`src/rtl/core/esr_pkg.sv`:
```
// Shared widths, constants and controller/datapath interface types for expected_score_residual.
`timescale 1ns / 1ps
`default_nettype none

package esr_pkg;

   localparam int PROB_W     = 17;
   localparam int RESP_W     = 4;
   localparam int FRAC_W     = 16;
   localparam int EXP_W      = 20;
   localparam int VAR_W      = 22;
   localparam int RES_W      = 21;
   localparam int STD_W      = 24;
   localparam int S2_W       = 24;
   localparam int VQ_W       = 40;
   localparam int ROOT_W     = 20;
   localparam int REM_W      = 21;
   localparam int MAG_W      = 36;
   localparam int SQRT_STEPS = 20;
   localparam int DIV_STEPS  = 36;
   localparam int STEP_W     = 6;

   localparam logic [EXP_W-1:0] S1_MAX  = {EXP_W{1'b1}};
   localparam logic [S2_W-1:0]  S2_MAX  = {S2_W{1'b1}};
   localparam logic [VAR_W-1:0] VAR_MAX = {VAR_W{1'b1}};
   localparam logic [STD_W-1:0] STD_POS_MAX = {1'b0, {(STD_W-1){1'b1}}};
   localparam logic [STD_W-1:0] STD_NEG_MAX = {1'b1, {(STD_W-1){1'b0}}};

   typedef struct packed {
      logic acc;
      logic square;
      logic var_load;
      logic sqrt_step;
      logic div_load;
      logic div_step;
      logic out_load;
   } esr_cmd_type;

   typedef struct packed {
      logic last_skip;
      logic vq_zero;
      logic out_busy;
   } esr_status_type;

endpackage

`default_nettype wire

```
`src/rtl/core/esr_ctrl.sv`:
```
// Sequencing state machine: accumulate, square, variance, square root, divide, output.
`timescale 1ns / 1ps
`default_nettype none

module esr_ctrl (
   input  logic                    clock,
   input  logic                    reset,
   input  logic                    req_valid,
   input  logic                    req_is_last,
   output logic                    req_ready,
   input  esr_pkg::esr_status_type status,
   output esr_pkg::esr_cmd_type    cmd
);

   typedef enum logic [2:0] {
      ST_IDLE,
      ST_SQUARE,
      ST_VAR,
      ST_SQRT,
      ST_DIV_LOAD,
      ST_DIV,
      ST_FINISH
   } state_type;

   state_type                    state_ff, state_in;
   logic [esr_pkg::STEP_W-1:0]   step_ff, step_in;

   always_comb begin
      state_in = state_ff;
      step_in  = step_ff;
      cmd      = '0;
      case (state_ff)
         ST_IDLE: begin
            if (req_valid) begin
               cmd.acc = 1'b1;
               if (req_is_last) begin
                  state_in = status.last_skip ? ST_FINISH : ST_SQUARE;
               end
            end
         end
         ST_SQUARE: begin
            cmd.square = 1'b1;
            state_in   = ST_VAR;
         end
         ST_VAR: begin
            cmd.var_load = 1'b1;
            step_in      = '0;
            state_in     = status.vq_zero ? ST_FINISH : ST_SQRT;
         end
         ST_SQRT: begin
            cmd.sqrt_step = 1'b1;
            step_in       = step_ff + 1'b1;
            if (step_ff == esr_pkg::STEP_W'(esr_pkg::SQRT_STEPS - 1)) begin
               state_in = ST_DIV_LOAD;
            end
         end
         ST_DIV_LOAD: begin
            cmd.div_load = 1'b1;
            step_in      = '0;
            state_in     = ST_DIV;
         end
         ST_DIV: begin
            cmd.div_step = 1'b1;
            step_in      = step_ff + 1'b1;
            if (step_ff == esr_pkg::STEP_W'(esr_pkg::DIV_STEPS - 1)) begin
               state_in = ST_FINISH;
            end
         end
         ST_FINISH: begin
            if (!status.out_busy) begin
               cmd.out_load = 1'b1;
               state_in     = ST_IDLE;
            end
         end
         default: begin
            state_in = ST_IDLE;
         end
      endcase
   end

   assign req_ready = (state_ff == ST_IDLE);

   always_ff @(posedge clock) begin
      if (reset) begin
         state_ff <= ST_IDLE;
         step_ff  <= '0;
      end else begin
         state_ff <= state_in;
         step_ff  <= step_in;
      end
   end

endmodule

`default_nettype wire

```
`src/rtl/core/esr_dp.sv`:
```
// Datapath: run accumulators, variance, bit-serial square root and divider, output register.
`timescale 1ns / 1ps
`default_nettype none

module esr_dp #(
   parameter int MAX_CATEGORIES = 16
) (
   input  logic                                clock,
   input  logic                                reset,
   input  logic [esr_pkg::PROB_W-1:0]          req_prob,
   input  logic                                req_is_last,
   input  logic [esr_pkg::RESP_W-1:0]          req_response,
   input  logic                                req_response_missing,
   input  esr_pkg::esr_cmd_type                cmd,
   output esr_pkg::esr_status_type             status,
   output logic                                rsp_valid,
   input  logic                                rsp_ready,
   output logic [esr_pkg::EXP_W-1:0]           rsp_expected,
   output logic [esr_pkg::VAR_W-1:0]           rsp_variance,
   output logic signed [esr_pkg::RES_W-1:0]    rsp_residual,
   output logic signed [esr_pkg::STD_W-1:0]    rsp_std_residual,
   output logic                                rsp_missing,
   output logic                                rsp_zero_variance,
   output logic                                rsp_too_many
);

   localparam int CNT_W  = $clog2(MAX_CATEGORIES + 1);
   localparam int KSQ_W  = 2 * CNT_W;
   localparam int PW1    = CNT_W + esr_pkg::PROB_W;
   localparam int PW2    = KSQ_W + esr_pkg::PROB_W;
   localparam int SUM1_W = ((PW1 >= esr_pkg::EXP_W) ? PW1 : esr_pkg::EXP_W) + 1;
   localparam int SUM2_W = ((PW2 >= esr_pkg::S2_W) ? PW2 : esr_pkg::S2_W) + 1;
   localparam int VQ_W   = esr_pkg::VQ_W;
   localparam int REM_W  = esr_pkg::REM_W;
   localparam int ROOT_W = esr_pkg::ROOT_W;
   localparam int MAG_W  = esr_pkg::MAG_W;
   localparam int RES_W  = esr_pkg::RES_W;
   localparam int STD_W  = esr_pkg::STD_W;

   // run state
   logic [CNT_W-1:0]              cnt_ff, cnt_in;
   logic [KSQ_W-1:0]              ksq_ff, ksq_in;
   logic [esr_pkg::EXP_W-1:0]     s1_ff, s1_in;
   logic [esr_pkg::S2_W-1:0]      s2_ff, s2_in;
   logic                          ovf_ff, ovf_in;
   logic [esr_pkg::RESP_W-1:0]    resp_ff;
   logic                          miss_ff;
   logic                          tm_ff;

   // closing arithmetic
   logic [VQ_W-1:0]               sq_ff;
   logic [esr_pkg::VAR_W-1:0]     var_ff;
   logic                          zv_ff;
   logic [RES_W-1:0]              res_ff;
   logic [VQ_W-1:0]               rad_ff;
   logic [REM_W-1:0]              rem_ff;
   logic [ROOT_W-1:0]             root_ff;
   logic [MAG_W-1:0]              num_ff;
   logic [ROOT_W-1:0]             drem_ff;
   logic [MAG_W-1:0]              quo_ff;
   logic                          out_valid_ff;

   logic                          cnt_full;
   logic [PW1-1:0]                prod1;
   logic [PW2-1:0]                prod2;
   logic [SUM1_W-1:0]             sum1;
   logic [SUM2_W-1:0]             sum2;
   logic [VQ_W-1:0]               hi;
   logic [VQ_W-1:0]               vq;
   logic [esr_pkg::VAR_W-1:0]     var_sat;
   logic [RES_W-1:0]              res_calc;
   logic [REM_W+1:0]              rem_shift;
   logic [REM_W+1:0]              sqrt_trial;
   logic                          sqrt_bit;
   logic [ROOT_W:0]               div_shift;
   logic                          div_bit;
   logic [RES_W-1:0]              res_abs;
   logic                          quo_sat;
   logic [STD_W-1:0]              std_val;
   logic                          ok;

   assign cnt_full = (cnt_ff == CNT_W'(MAX_CATEGORIES));
   assign prod1    = PW1'(cnt_ff) * PW1'(req_prob);
   assign prod2    = PW2'(ksq_ff) * PW2'(req_prob);
   assign sum1     = SUM1_W'(s1_ff) + SUM1_W'(prod1);
   assign sum2     = SUM2_W'(s2_ff) + SUM2_W'(prod2);

   always_comb begin
      cnt_in = cnt_ff;
      ksq_in = ksq_ff;
      s1_in  = s1_ff;
      s2_in  = s2_ff;
      ovf_in = ovf_ff;
      if (cmd.out_load) begin
         cnt_in = '0;
         ksq_in = '0;
         s1_in  = '0;
         s2_in  = '0;
         ovf_in = 1'b0;
      end else if (cmd.acc) begin
         if (cnt_full) begin
            ovf_in = 1'b1;
         end else begin
            cnt_in = cnt_ff + 1'b1;
            ksq_in = ksq_ff + KSQ_W'({cnt_ff, 1'b1});
            s1_in  = (sum1 > SUM1_W'(esr_pkg::S1_MAX)) ? esr_pkg::S1_MAX
                                                       : sum1[esr_pkg::EXP_W-1:0];
            s2_in  = (sum2 > SUM2_W'(esr_pkg::S2_MAX)) ? esr_pkg::S2_MAX
                                                       : sum2[esr_pkg::S2_W-1:0];
         end
      end
   end

   // variance in Q.32, clamped at zero
   assign hi       = {s2_ff, {esr_pkg::FRAC_W{1'b0}}};
   assign vq       = (hi > sq_ff) ? (hi - sq_ff) : '0;
   assign var_sat  = (vq[VQ_W-1:VQ_W-2] != 2'b00) ? esr_pkg::VAR_MAX
                                                  : vq[VQ_W-3:esr_pkg::FRAC_W];
   assign res_calc = {1'b0, resp_ff, {esr_pkg::FRAC_W{1'b0}}} - {1'b0, s1_ff};

   // square root, two radicand bits per step
   assign rem_shift  = {rem_ff, rad_ff[VQ_W-1:VQ_W-2]};
   assign sqrt_trial = (REM_W+2)'({root_ff, 2'b01});
   assign sqrt_bit   = (rem_shift >= sqrt_trial);

   // restoring divide, one quotient bit per step
   assign div_shift = {drem_ff, num_ff[MAG_W-1]};
   assign div_bit   = (div_shift >= {1'b0, root_ff});

   assign res_abs  = res_ff[RES_W-1] ? (~res_ff + 1'b1) : res_ff;
   assign quo_sat  = (quo_ff >= MAG_W'(esr_pkg::STD_NEG_MAX));
   always_comb begin
      if (res_ff[RES_W-1]) begin
         std_val = quo_sat ? esr_pkg::STD_NEG_MAX : (~quo_ff[STD_W-1:0] + 1'b1);
      end else begin
         std_val = quo_sat ? esr_pkg::STD_POS_MAX : quo_ff[STD_W-1:0];
      end
   end

   assign ok = !tm_ff && !miss_ff;

   always_ff @(posedge clock) begin
      if (reset) begin
         cnt_ff       <= '0;
         ksq_ff       <= '0;
         s1_ff        <= '0;
         s2_ff        <= '0;
         ovf_ff       <= 1'b0;
         out_valid_ff <= 1'b0;
      end else begin
         cnt_ff <= cnt_in;
         ksq_ff <= ksq_in;
         s1_ff  <= s1_in;
         s2_ff  <= s2_in;
         ovf_ff <= ovf_in;
         if (cmd.out_load) begin
            out_valid_ff <= 1'b1;
         end else if (rsp_ready) begin
            out_valid_ff <= 1'b0;
         end
      end
   end

   always_ff @(posedge clock) begin
      if (cmd.acc && req_is_last) begin
         resp_ff <= req_response;
         miss_ff <= req_response_missing;
         tm_ff   <= ovf_ff || cnt_full;
      end
      if (cmd.square) begin
         sq_ff <= VQ_W'(s1_ff) * VQ_W'(s1_ff);
      end
      if (cmd.var_load) begin
         var_ff  <= var_sat;
         zv_ff   <= (vq == '0);
         res_ff  <= res_calc;
         rad_ff  <= vq;
         rem_ff  <= '0;
         root_ff <= '0;
      end
      if (cmd.sqrt_step) begin
         rad_ff  <= {rad_ff[VQ_W-3:0], 2'b00};
         rem_ff  <= sqrt_bit ? REM_W'(rem_shift - sqrt_trial) : rem_shift[REM_W-1:0];
         root_ff <= {root_ff[ROOT_W-2:0], sqrt_bit};
      end
      if (cmd.div_load) begin
         num_ff  <= {res_abs[ROOT_W-1:0], {esr_pkg::FRAC_W{1'b0}}};
         drem_ff <= '0;
         quo_ff  <= '0;
      end
      if (cmd.div_step) begin
         num_ff  <= {num_ff[MAG_W-2:0], 1'b0};
         drem_ff <= div_bit ? ROOT_W'(div_shift - {1'b0, root_ff}) : div_shift[ROOT_W-1:0];
         quo_ff  <= {quo_ff[MAG_W-2:0], div_bit};
      end
      if (cmd.out_load) begin
         rsp_expected      <= ok ? s1_ff : '0;
         rsp_variance      <= ok ? var_ff : '0;
         rsp_residual      <= ok ? res_ff : '0;
         rsp_std_residual  <= (ok && !zv_ff) ? std_val : '0;
         rsp_missing       <= miss_ff;
         rsp_zero_variance <= ok && zv_ff;
         rsp_too_many      <= tm_ff;
      end
   end

   assign rsp_valid        = out_valid_ff;
   assign status.last_skip = req_response_missing || ovf_ff || cnt_full;
   assign status.vq_zero   = (vq == '0);
   assign status.out_busy  = out_valid_ff && !rsp_ready;

endmodule

`default_nettype wire

```
`src/rtl/core/expected_score_residual.sv`:
```
// Top level of expected_score_residual: controller and datapath.
// Closing: a non-last request is absorbed on acceptance; a last request runs square,
// variance, a 20-step root and a 36-step divide before its result is registered; with zero
// variance root and divide are skipped, and with a missing response or a too-long run all are.
// Throughput: one request per cycle within a run, none while a run closes; a held result
// stalls the close. Synchronous active-high reset clears the run state and output valid.
`timescale 1ns / 1ps
`default_nettype none

module expected_score_residual #(
   parameter int MAX_CATEGORIES = 16
) (
   input  logic                                clock,
   input  logic                                reset,
   input  logic                                req_valid,
   output logic                                req_ready,
   input  logic [esr_pkg::PROB_W-1:0]          req_prob,
   input  logic                                req_is_last,
   input  logic [esr_pkg::RESP_W-1:0]          req_response,
   input  logic                                req_response_missing,
   output logic                                rsp_valid,
   input  logic                                rsp_ready,
   output logic [esr_pkg::EXP_W-1:0]           rsp_expected,
   output logic [esr_pkg::VAR_W-1:0]           rsp_variance,
   output logic signed [esr_pkg::RES_W-1:0]    rsp_residual,
   output logic signed [esr_pkg::STD_W-1:0]    rsp_std_residual,
   output logic                                rsp_missing,
   output logic                                rsp_zero_variance,
   output logic                                rsp_too_many
);

   esr_pkg::esr_cmd_type    cmd;
   esr_pkg::esr_status_type status;

   esr_ctrl u_ctrl (
      .clock       (clock),
      .reset       (reset),
      .req_valid   (req_valid),
      .req_is_last (req_is_last),
      .req_ready   (req_ready),
      .status      (status),
      .cmd         (cmd)
   );

   esr_dp #(
      .MAX_CATEGORIES (MAX_CATEGORIES)
   ) u_dp (
      .clock                (clock),
      .reset                (reset),
      .req_prob             (req_prob),
      .req_is_last          (req_is_last),
      .req_response         (req_response),
      .req_response_missing (req_response_missing),
      .cmd                  (cmd),
      .status               (status),
      .rsp_valid            (rsp_valid),
      .rsp_ready            (rsp_ready),
      .rsp_expected         (rsp_expected),
      .rsp_variance         (rsp_variance),
      .rsp_residual         (rsp_residual),
      .rsp_std_residual     (rsp_std_residual),
      .rsp_missing          (rsp_missing),
      .rsp_zero_variance    (rsp_zero_variance),
      .rsp_too_many         (rsp_too_many)
   );

endmodule

`default_nettype wire

```
`config.mk`:
```
export PLATFORM = sky130hd
export DESIGN_NAME = expected_score_residual
export DESIGN_NICKNAME = d
export VERILOG_FILES = /design/src/rtl/core/esr_pkg.sv /design/src/rtl/core/esr_ctrl.sv /design/src/rtl/core/esr_dp.sv /design/src/rtl/core/expected_score_residual.sv
export SDC_FILE = /design/constraint.sdc
export NUM_CORES = 2
export LEC_CHECK = 0
export ABC_AREA = 0
export BUFFER_PORTS_ARGS = -buffer_cell sky130_fd_sc_hd__buf_2
export CAP_MARGIN = 15
export CORE_ASPECT_RATIO = 0.5
export CORE_MARGIN = 2
export CORE_UTILIZATION = 34
export DETAILED_ROUTE_END_ITERATION = 6
export PLACE_DENSITY = 0.46
export SKIP_CTS_REPAIR_TIMING = 1
export SLEW_MARGIN = 20
export SYNTH_ARGS = -nofsm -noshare
export SYNTH_HDL_FRONTEND = slang
export SYNTH_HIERARCHICAL = 1
export SYNTH_SLANG_ARGS = --single-unit
```
`constraint.sdc`:
```
create_clock -name clock -period 28.8 [get_ports clock]
set_input_delay 5.76 -clock clock [delete_from_list [all_inputs] [get_ports clock]]
set_output_delay 5.76 -clock clock [all_outputs]
set_load 0.05 [all_outputs]
```
# Word-level counts from Yosys, hierarchy flattened
# Cells that the tools add are included.
[word_totals]
ff_bits = 407
in_bits = 27
[op_classes]
n_reduce_logical = 25
order_cmp = 6
muxes = 41
mul = 3
bitwise_logic = 3
n_addsub = 11
n_eq_ne = 14
[op_table]
columns = ["cell", "n"]
rows = [
  ["$mux W36", 4],
  ["$mux W20", 7],
  ["$mux W40", 3],
  ["$mux W24", 4],
  ["$mux W21", 3],
  ["$gt A40 B40 Y1", 1],
  ["$logic_not A40 Y1", 1],
  ["$mul A20 B20 Y40", 1],
  ["$sub A40 B40 Y40", 1],
  ["$ge A36 B24 Y1 const B", 1],
  ["$add A24 B27 Y28", 1],
  ["$gt A28 B24 Y1 const B", 1],
  ["$mul A10 B17 Y27", 1],
  ["$add A24 B1 Y24 const B", 1],
  ["$not A24 Y24", 1],
  ["$add A20 B22 Y23", 1],
  ["$ge A23 B22 Y1", 1],
  ["$gt A23 B20 Y1 const B", 1],
  ["$mul A5 B17 Y22", 1],
  ["$ge A21 B20 Y1", 1],
  ["$mux W3", 7],
  ["$pmux W3 S7", 1],
  ["$sub A20 B20 Y21", 1],
  ["$sub A21 B21 Y21", 1],
  ["25 further kinds", 57],
]

# Depth between registers and ports, before layout
[depth]
word_depth = 6
mapped_depth = 28
mapped_depth_nobuf = 26

# Hierarchy
# Netlist, hierarchy kept.
[modules_own_cells]
columns = ["module", "n_inst", "cells_per_inst", "area_per_inst_um2"]
rows = [
  ["esr_dp", 1, 4034, 40264.9],
  ["esr_ctrl", 1, 67, 571.8],
]

# Worst setup path after synthesis
# OpenSTA, ideal clock, no wires.
[synth_path]
kind = "in2reg"
from = "in rsp_ready"
to = "reg u_dp/s2_ff[1] (netlist name)"
n_path_buf = 1
t_required_ns = 28.681
t_arrival_ns = 13.651
setup_slack_ns = 15.030
cell_stages = 5
setup_ns = 0.119
cell_sequence = "nor2b_1 nor3_1 nor2_1 clkbuf_1 o221a_2"
[synth_lines]
columns = ["item", "line_no", "rtl"]
rows = [
  ["start, declared", "expected_score_residual.sv:22", "input logic rsp_ready,"],
  ["end signal, assigned", "esr_dp.sv:154", "s2_ff <= s2_in;"],
  ["end, declared", "esr_dp.sv:44", "logic [esr_pkg::S2_W-1:0] s2_ff, s2_in;"],
]

# Final worst setup path
[layout_path]
from = "in req_prob[3] (netlist name)"
to = "reg u_dp/s2_ff[0] (netlist name)"
[layout_between]
elab_chain_len = 4
[layout_lines]
columns = ["item", "line_no", "rtl"]
rows = [
  ["start, declared", "expected_score_residual.sv:17", "input logic [esr_pkg::PROB_W-1:0] req_prob,"],
  ["$mul A10 B17 Y27", "esr_dp.sv:84", "assign prod2 = PW2'(ksq_ff) * PW2'(req_prob);"],
  ["$add A24 B27 Y28", "esr_dp.sv:86", "assign sum2 = SUM2_W'(s2_ff) + SUM2_W'(prod2);"],
  ["$gt A28 B24 Y1", "esr_dp.sv:108", "s2_in = (sum2 > SUM2_W'(esr_pkg::S2_MAX)) ? esr_pkg::S2_MAX"],
  ["$mux W24", "esr_dp.sv:108", ""],
]
# Every way passes these cells.
# A chain may end at the register's enable or synchronous reset.

==> results.yml <==
die:
  die_area_um2: 123000
  start_util_pct: 34.5
  pin_count: 119
  fp.coreArea_um2: 118000
  num_rows: 89
  die_width_um: 494
  die_h_um: 249
synthesis:
  syn_area_um2: 40800
  synth_seq_cells: 406
  synth.most_common_cell: "inv_1"
  synth_commonest_cells: "inv_1 (707), fa_1 (491), nand2_1 (384)"
  postSynthNetCount: 4947
  async_flop_share_pct: 0
  synth.area.top_cells: "edfxtp_1 (25%), fa_1 (24%), ha_1 (10%), inv_1 (6.5%), and2_1 (4.5%)"
  synth_top_cell_area_share_pct: 24.6
  seq_area_frac_synth_pct: 28.1
  synthCells: 4101
  yosys_most_used_dff: "edfxtp_1"
  ys_warn_count: 6
  syn_avg_cell_area_um2: 9.96
  yosysTopAreaCell: "edfxtp_1"
  synth_edf_count: 334
  synthDistinctLibCells: 97
power:
  p_leak_nw: 20.8
  peakVddDrop_mv: 0.0566
  powerDensity_nw_per_um2: 103
  totalPowerFinal_mw: 4.62
route:
  top_layer: "met5"
  dr.pass1.iters: 5
  wl_met1_um: 52600
  vias_per_cell: 4.89
  wl_per_cell_um: 18.4
  ant_nets: 0
  num_vias: 28300
  wl_um: 106000
  first_iter_violations: 1469
  drc: 0
  wl_met2_um: 47700
  wl_met3_um: 4370
timing:
  setup_viol: 0
  worst_pin_slew_ns: 1.06
  grt_setup_unrepaired: "no"
  maxSlewHeadroom_pct: 29.2
  holdWs_ns: 0.477
  finalCriticalPeriod_ns: 11.79
  final.setup.tns_ns: 0
  slew_viol_final: 0
  period_share_pct: 40.9
  hold_viol: 0
  finClkSkew_ns: 0.0252
  max_freq_mhz: 84.9
cts:
  cts_buffer_depth: 3
  clock_latency_ns: 0.60
  clkSlewWorstSetupHoldPaths_ns: 0.06
  htreeDepth: 2
  cts-buffers-inserted: 45
  cts-root-buf: "clkbuf_16"
  cts.sinks: 406
  cts_tree: "done"
min_path:
  hold_depth: 2
  hold_end: "u_dp/rad_ff[1]"
  hp-class: "reg -> reg"
  hold_start: "u_dp/rad_ff[1]"
run_status:
  outcome: "complete, no violations"
critical_path:
  rrSetupSlack_ns: 20.14
  crit_start: "req_prob[3]"
  reg2reg_to: "u_dp/sq_ff[39]"
  critical_path_required_ns: 29.28
  r2r_cells: 27
  endpoint_kind: "flop"
  worstPathMaxFanout: 23
  worstSetupPathType: "in -> reg"
  start_kind: "input pin"
  worstReg2RegStart: "u_dp/s1_ff[6]"
  arrival_ns: 12.26
grt:
  antenna_found_initial: 5
  grt_pass1_vias: 29800
  grt_pass1_wl_um: 170000
  grt_max_degree: 80
  grt.overflow.total: 0
  groute.usage.overall_pct: 17.5
layout:
  areaGrowthSynthToFinish_pct: 9.93
  design_area_um2: 44900
  nNetsFinal: 5005
  nFillCells: 11900
  drive_gt1_share_pct: 7.75
placed_design:
  io_buffers: 118
  gp_congestion: 0.844
  placed_cell_area_um2: 43300
  place_hpwl_um: 81600
flow_run:
  max_cap_violations: 0
-- cell families (layout without fill, tap and decap cells) --
| logic type | count (synthesis) | in the layout | share of synthesized area (%) |
|---|---|---|---|
| AND/OR/NAND/NOR | 1194 | 1194 | 14.6 |
| buffers and inverters | 873 | 967 | 8.13 |
| adder cells (fa/ha/maj) | 819 | 819 | 34.1 |
| AO/OA/AOI/OAI | 556 | 556 | 9.48 |
| flip-flops | 406 | 406 | 28.1 |
| XOR/XNOR | 212 | 212 | 4.55 |
| multiplexers | 41 | 41 | 1.03 |
| other | 0 | 2 | 0 |
-- per-layer routing --
layer,up-vias,global-route usage [%]
met5,-,0
met2,384,27.7
met1,14300,25.4
met4,4,2.97
li1,13500,-
met3,99,2.71
-- where the power goes --
part | internal, mW | total, mW | switching (mW)
Clock | 0.372 | 0.628 | 0.256
Sequential | 0.921 | 1.10 | 0.175
Combinational | 1.11 | 2.90 | 1.79
-- sequential cells by signal (all words and copies together) (netlist names), 3 cells and up --
| name | flops |
|---|---|
| u_dp/rsp_variance | 22 |
| u_dp/s1_ff | 20 |
| u_ctrl/step_ff | 6 |
| u_dp/rad_ff | 40 |
| u_dp/rem_ff | 21 |
| u_dp/drem_ff | 20 |
| u_dp/root_ff | 20 |
| u_dp/s2_ff | 24 |
| u_dp/rsp_expected | 20 |
| u_dp/rsp_std_residual | 24 |
| u_dp/res_ff | 21 |
| u_dp/quo_ff | 36 |
| u_dp/ksq_ff | 10 |
| u_dp/sq_ff | 39 |
| u_dp/num_ff | 20 |
| u_dp/rsp_residual | 21 |
| u_ctrl/state_ff | 3 |
| u_dp/var_ff | 22 |
| u_dp/resp_ff | 4 |
| u_dp/cnt_ff | 5 |
-- worst max-delay path, cell delays in order --
cell      delay [ns]
buf_2           0.22
and2_1          0.23
fa_1            0.54
inv_1           0.05
fa_1            0.49
inv_1           0.06
fa_1            0.51
fa_1            0.55
inv_1           0.05
fa_1            0.53
inv_1           0.04
ha_1            0.36
a21o_1          0.20
a21o_1          0.17
a21o_1          0.20
a221o_1         0.38
a311oi_1        0.24
a21bo_2         0.26
a221o_1         0.35
mux2i_2         0.22
nand3_2         0.43
o221a_2         0.41
-- through the flow --
stage | util, % | cells | setup WS (ns)
after floorplan | - | 4101 | 15.03
after global placement | 36.5 | 5701 | 16.44
after detailed placement | 36.5 | 5702 | 16.38
after CTS | 37.8 | 5785 | 17.03
after global routing | 37.9 | 5787 | 16.66
final | 37.9 | 5789 | 17.02
-- layout by cell type, fill, tap and decap left out, types with 32 or more instances in the layout --
master and instances:
buf_4 50, buf_2 118, nor2_1 214, a21o_1 50
ha_1 328, o21ai_0 111, dfxtp_1 72, fa_1 491
edfxtp_1 334, nand3_1 43, inv_1 707, nand2_1 384
xnor2_1 132, xor2_1 80, o21a_1 32, nor2b_1 42
and2_1 297, nor3_1 51, clkbuf_16 45, a21oi_1 132
mux2i_1 36
-- final cells by class --
type / count / area, um^2 / area share, %
multi-input cells: 2822 / 26100 / 58.2
flip-flops and latches: 406 / 11500 / 25.6
inverters: 713 / 2680 / 5.96
well taps: 1592 / 1990 / 4.44
clock buffers: 56 / 1170 / 2.60
repair buffers: 171 / 1040 / 2.32
clock inverters: 27 / 399 / 0.889
diodes: 2 / 5.00 / 0.0111
-- worst max path at each step --
stage	endpoint	slack, ns	cells after the start
after global placement	u_dp/s2_ff[0]	16.44	22
final	u_dp/s2_ff[0]	17.02	22
after detailed placement	u_dp/s2_ff[1]	16.38	21
after global routing	u_dp/s2_ff[1]	16.66	22
after floorplan	u_dp/s2_ff[1]	15.03	5
after CTS	u_dp/s2_ff[1]	17.03	21
Note: power is estimated with default switching activity, not from simulation.
